[src/hdl/mms_pkg.sv]
// Shared types and constants for the min/max stack.
// Holds the state encoding, error codes and the controller/datapath link structs.
// Has no dependencies; every other file of the block uses it.
package mms_pkg;

    // Operation codes carried on the cmd field
    localparam logic OP_PUSH = 1'b0;
    localparam logic OP_POP  = 1'b1;

    // Error codes reported with each result
    typedef enum logic [1:0] {
        ERR_NONE  = 2'd0,
        ERR_EMPTY = 2'd1,
        ERR_FULL  = 2'd2
    } t_err;

    // Controller states
    typedef enum logic [2:0] {
        S_IDLE,
        S_EXEC,
        S_SETTLE,
        S_LOAD,
        S_OUT
    } t_state;

    // Commands from controller to datapath
    typedef struct packed {
        logic capture;   // latch the incoming item
        logic exec;      // apply the operation (writes, counters, error)
        logic do_push;   // push is legal this item
        logic do_pop;    // pop is legal this item
        t_err err;       // error code for this item
        logic finish;    // load the result registers
    } t_dp_cmd;

    // Status from datapath to controller
    typedef struct packed {
        logic op;        // latched operation code
        logic empty;     // value stack holds nothing
        logic full;      // value stack holds STACK_DEPTH entries
    } t_dp_status;

endpackage

[src/hdl/mms_ctrl.sv]
// Controller of the min/max stack: sequences read, update, re-read and result.
// Depends on mms_pkg; commands mms_dp and owns both channel handshakes.
module mms_ctrl (
    input  logic                i_clk,
    input  logic                i_rst_n,
    input  logic                i_in_valid,
    output logic                o_in_ready,
    output logic                o_out_valid,
    input  logic                i_out_ready,
    input  mms_pkg::t_dp_status i_status,
    output mms_pkg::t_dp_cmd    o_cmd_bus
);

    mms_pkg::t_state r_state, n_state;

    // state register
    always_ff @(posedge i_clk) begin
        if (!i_rst_n) begin
            r_state <= mms_pkg::S_IDLE;
        end else begin
            r_state <= n_state;
        end
    end

    // next state and commands
    always_comb begin
        n_state     = r_state;
        o_in_ready  = 1'b0;
        o_out_valid = 1'b0;
        o_cmd_bus   = '0;
        o_cmd_bus.err = mms_pkg::ERR_NONE;
        unique case (r_state)
            mms_pkg::S_IDLE: begin
                o_in_ready        = 1'b1;
                o_cmd_bus.capture = i_in_valid;
                if (i_in_valid) n_state = mms_pkg::S_EXEC;
            end
            mms_pkg::S_EXEC: begin
                o_cmd_bus.exec = 1'b1;
                if (i_status.op == mms_pkg::OP_POP) begin
                    o_cmd_bus.do_pop = !i_status.empty;
                    o_cmd_bus.err    = i_status.empty ? mms_pkg::ERR_EMPTY
                                                      : mms_pkg::ERR_NONE;
                end else begin
                    o_cmd_bus.do_push = !i_status.full;
                    o_cmd_bus.err     = i_status.full ? mms_pkg::ERR_FULL
                                                      : mms_pkg::ERR_NONE;
                end
                n_state = mms_pkg::S_SETTLE;
            end
            // new tops are read at the end of this cycle
            mms_pkg::S_SETTLE: begin
                n_state = mms_pkg::S_LOAD;
            end
            mms_pkg::S_LOAD: begin
                o_cmd_bus.finish = 1'b1;
                n_state          = mms_pkg::S_OUT;
            end
            mms_pkg::S_OUT: begin
                o_out_valid = 1'b1;
                if (i_out_ready) n_state = mms_pkg::S_IDLE;
            end
            default: begin
                n_state = mms_pkg::S_IDLE;
            end
        endcase
    end

endmodule

[config.mk]
export PLATFORM = sky130hd
export DESIGN_NAME = mms_ctrl
export DESIGN_NICKNAME = d
export VERILOG_FILES = /design/src/hdl/mms_pkg.sv /design/src/hdl/mms_ctrl.sv
export SDC_FILE = /design/constraint.sdc
export NUM_CORES = 1
export LEC_CHECK = 0
export CORE_AREA = 2 2 39 41
export CTS_BUF_LIST = sky130_fd_sc_hd__clkbuf_8 sky130_fd_sc_hd__clkbuf_16
export CTS_CLUSTER_SIZE = 20
export DETAILED_ROUTE_END_ITERATION = 16
export DIE_AREA = 0 0 41 43
export DONT_BUFFER_PORTS = 1
export SLEW_MARGIN = 30
export SYNTH_ARGS = -nofsm -noshare
export SYNTH_HDL_FRONTEND = slang
export SYNTH_SLANG_ARGS = --single-unit
[constraint.sdc]
create_clock -name i_clk -period 1.2 [get_ports i_clk]
set_input_delay 0.18 -clock i_clk [delete_from_list [all_inputs] [get_ports i_clk]]
set_output_delay 0.18 -clock i_clk [all_outputs]
set_load 0.01 [all_outputs]
=== Yosys cells after proc, flatten, opt, wreduce, memory -nomap -nowiden ===
Cells that the tools add are included.

* Register bits: 3
* Latch bits: 0
* Bits in writable memories: 0
* Memory bits (read-only): 0
* Input port bits: 7
* Word-level logic and storage cells: 24
* Memories: 0

* Add/sub/neg operators: 0
* $mul: 0
* Divide/modulo/power cells: 0
* Magnitude comparators: 0
* Equality and inequality tests: 6
* Shift-type cells: 0
* Mux-type cells: 13
* Bitwise logic cells: 0
* Reductions and logical operators: 4

{| class="wikitable"
|+ Operator list
! cell !! count
|-
| $pmux 3 s5 || 1
|-
| $mux 1 || 7
|-
| $eq 3x2->1 const B || 2
|-
| $mux 3 || 2
|-
| $mux 5 || 1
|-
| $mux 2 || 2
|-
| $ne 2x2->1 const B || 2
|-
| $eq 3x1->1 const B || 1
|-
| $eq 3x3->1 const B || 1
|-
| $logic_not 3->1 || 1
|-
| $logic_not 1->1 || 2
|-
| $reduce_and 2->1 || 1
|}

=== Longest topological paths before layout ===
* Word-level depth: 3
* Depth in mapped cells: 3
* Depth with buffers taken out: 3

=== Worst setup path before layout ===
No wires, ideal clock.

* Path kind: reg2out
* Start point: register r_state[0]
* End point: output port o_cmd_bus[2] in the netlist's numbering
* Data arrival time: 1.118 ns
* Data required time: 1.020 ns
* Path slack: -0.098 ns
* Cell stages (with the launch flop): 3
* Buffers on the path: 0
* Cell sequence: dfxtp_1 or3b_4 nor3b_1

{| class="wikitable"
|+ RTL lines
! item !! line !! RTL
|-
| from (decl) || mms_ctrl.sv:14 || <nowiki>mms_pkg::t_state r_state, n_state;</nowiki>
|-
| from (signal assigned) || mms_ctrl.sv:19 || <nowiki>r_state <= mms_pkg::S_IDLE;</nowiki>
|-
| from (signal assigned) || mms_ctrl.sv:21 || <nowiki>r_state <= n_state;</nowiki>
|-
| to (decl) || mms_ctrl.sv:11 || <nowiki>output mms_pkg::t_dp_cmd o_cmd_bus</nowiki>
|}

==> results.cfg <==
[status]
status = finished, violations left
violations = setup timing

[finish]
reg.largest.list = r_state (3)
layout_commonest_cell = buf_4
mostFrequentLayoutCells = buf_4 (4), clkbuf_8 (3)
largest_reg_flops = 3
fin_nets = 38
fillers = 154
top_register = r_state
drive_gt1_share_pct = 70.00
num_antenna_cells = 0
final_cell_area_sq_um = 337.8
layout.cells.non_filler = 46
area_delta_synth_final_pct = 95.65

[worst_setup_path]
required_ns = 1.02
rr_startpoint = r_state[2]
rrSetupSlack_ns = 0.16
r2r-end = r_state[2]
critPathMaxFanout = 4
endpoint_kind = primary output
worstSetupPathType = reg -> out
r2r_cells = 3
cp-start-kind = register
critPathArrivalTime_ns = 1.19

[cts]
clk_latency_ns = 0.21
htreeDepth = 1
clockBufferDepth = 2
cts.sinks = 3
cts_root_buf = clkbuf_8
numCtsBuffers = 3
clkSlewWorstSetupHoldPaths_ns = 0.03
postCtsSetupBuffers = 0
cts_tree = yes

[floorplan]
start_util_pct = 12.48
die_area_sq_mm = 0.001763
rows = 14
die_w_um = 41
ios = 16
coreArea_sq_mm = 0.001384
fp.dieH_um = 43

[timing]
finalClockSkew_ns = 0.001444
worst_slew_pin_slew_ns = 0.2319
slew_headroom_pct = 84.47
layout_setup_ws_ns = -0.1724
setup_viol = 6
layout_min_cycle_time_ns = 1.372
rsz0062_at_grt = yes
drv_slew = 0
fmax_mhz = 728.6
period_share_pct = 114.4
hold_viol = 0
setup_tns_ns = -0.7326
holdWs_ns = 0.1114

[place]
dp_hpwl_um = 333.6
dp_cells = 42
place_congestion = 0.6608
place_ws_ns = 0.04555
port_buffers = 0
dpl_cell_area_sq_um = 259.0

[routing]
drt_iter0_drc = 3
ant_nets = 0
via_per_inst = 4.087
drtPass1Iterations = 2
remaining_drc_errors = 0
wirelength_um = 426
vias = 188
avgRoutedWirePerCell_um = 9.261

[synthesis]
synth_top_family_by_area = simple AND/OR/NAND/NOR gates
synth_seq_area_share_pct = 34.78
netlist_area_sq_um = 172.7
synth_adder_area_share_pct = 0
synth_nets = 27
syn_inst = 20
synth-compound-area-share_pct = 5.072
ys_types = 13
ys_warn_count = 0
synthSimpleGateAreaFrac_pct = 52.90
synth.ff_latch_count = 3
muxShareOfSynthArea_pct = 0
synth_xor_area_share_pct = 5.072
syn_area_per_cell_sq_um = 8.633

[pwr]
power.internal_mw = 0.3946
leakage_nw = 0.1423
ir_worst_vdd_v = 0.0003839
switching_share_pct = 24.06
netSwitchingPower_mw = 0.1250
seq_power_share_pct = 22.2
power.clock.fraction_pct = 54.3
power.density_mw_per_mm2 = 1538
pwr-share-comb_pct = 23.5

[global_route]
grt_pass1_wl_um = 572
antenna_found_initial = 0
grt_max_degree = 6
grt_pass1_vias = 160
grt_use_total_pct = 5.622
overflow = 0

[min_path]
hold_depth = 1
worstHoldEndpoint = r_state[2]
hp-start = i_rst_n
hold_path_class = in -> reg

[run]
drv_cap = 0
[kinds of logic after synthesis]
| logic type | count (synthesis) |
|---|---|
| AND/OR/NAND/NOR | 14 |
| flip-flops | 3 |
| AO/OA/AOI/OAI | 1 |
| XOR/XNOR | 1 |
| buffers and inverters | 1 |
[worst max-delay path: stages (launching register included)]
cell and delay [ns]:
dfxtp_1 0.30, or3b_4 0.43, nor3b_2 0.25
[Yosys cell counts]
master    instances  area (sq um)
a22o_1            1         8.760
and2_1            1         6.260
and3_1            1         6.260
and3b_2           1         10.01
dfxtp_1           3         60.06
inv_2             1         3.750
nand2b_1          1         6.260
nor2_1            2         7.510
nor2b_1           1         6.260
nor3_1            3         15.01
nor3b_1           3         22.52
or3b_4            1         11.26
xnor2_1           1         8.760
[stage by stage]
step	total power [mW]	util (%)
after floorplan	0.1766	-
after global placement	0.2113	18.72
after detailed placement	0.2129	18.72
after CTS	0.5288	23.96
after global routing	0.5416	24.41
final	0.5196	24.41
[power by group through the flow]
stage	logic [mW]	registers (mW)	clock network [mW]
finish	0.122	0.115	0.282
global route	0.133	0.116	0.293
CTS	0.121	0.115	0.292
detailed placement	0.0978	0.115	0
global placement	0.0960	0.115	0
floorplan	0.0556	0.121	0
[layer usage]
metal	wire, um	global-route usage (%)
met1	160	5.145
met2	183	6.875
met3	65	3.141
met4	16	8.000
met5	0	0
[layout make-up]
class | count | area, sq um | share of cell area [%]
clock buffers | 3 | 41.29 | 12.22
clock inverters | 1 | 3.754 | 1.111
inverters | 1 | 3.754 | 1.111
multi-input cells | 16 | 153.9 | 45.56
flip-flops and latches | 3 | 62.56 | 18.52
well taps | 16 | 20.02 | 5.926
repair buffers | 6 | 52.55 | 15.56
[timing repair]
action,4_1_cts,5_1_grt
gates resized for setup,7,1
endpoints found under the setup margin,8,7
hold buffers,0,0
gates cloned,0,0
[worst max path at each step]
stage / start / endpoint / cells past startpoint
floorplan: r_state[0] / o_cmd_bus[1] / 3
global placement: r_state[2] / o_cmd_bus[2] / 2
detailed placement: r_state[2] / o_cmd_bus[3] / 2
CTS: r_state[2] / o_cmd_bus[3] / 2
global route: r_state[2] / o_cmd_bus[1] / 3
finish: r_state[2] / o_cmd_bus[3] / 2
No activity file was read; power rests on OpenSTA's default activity.
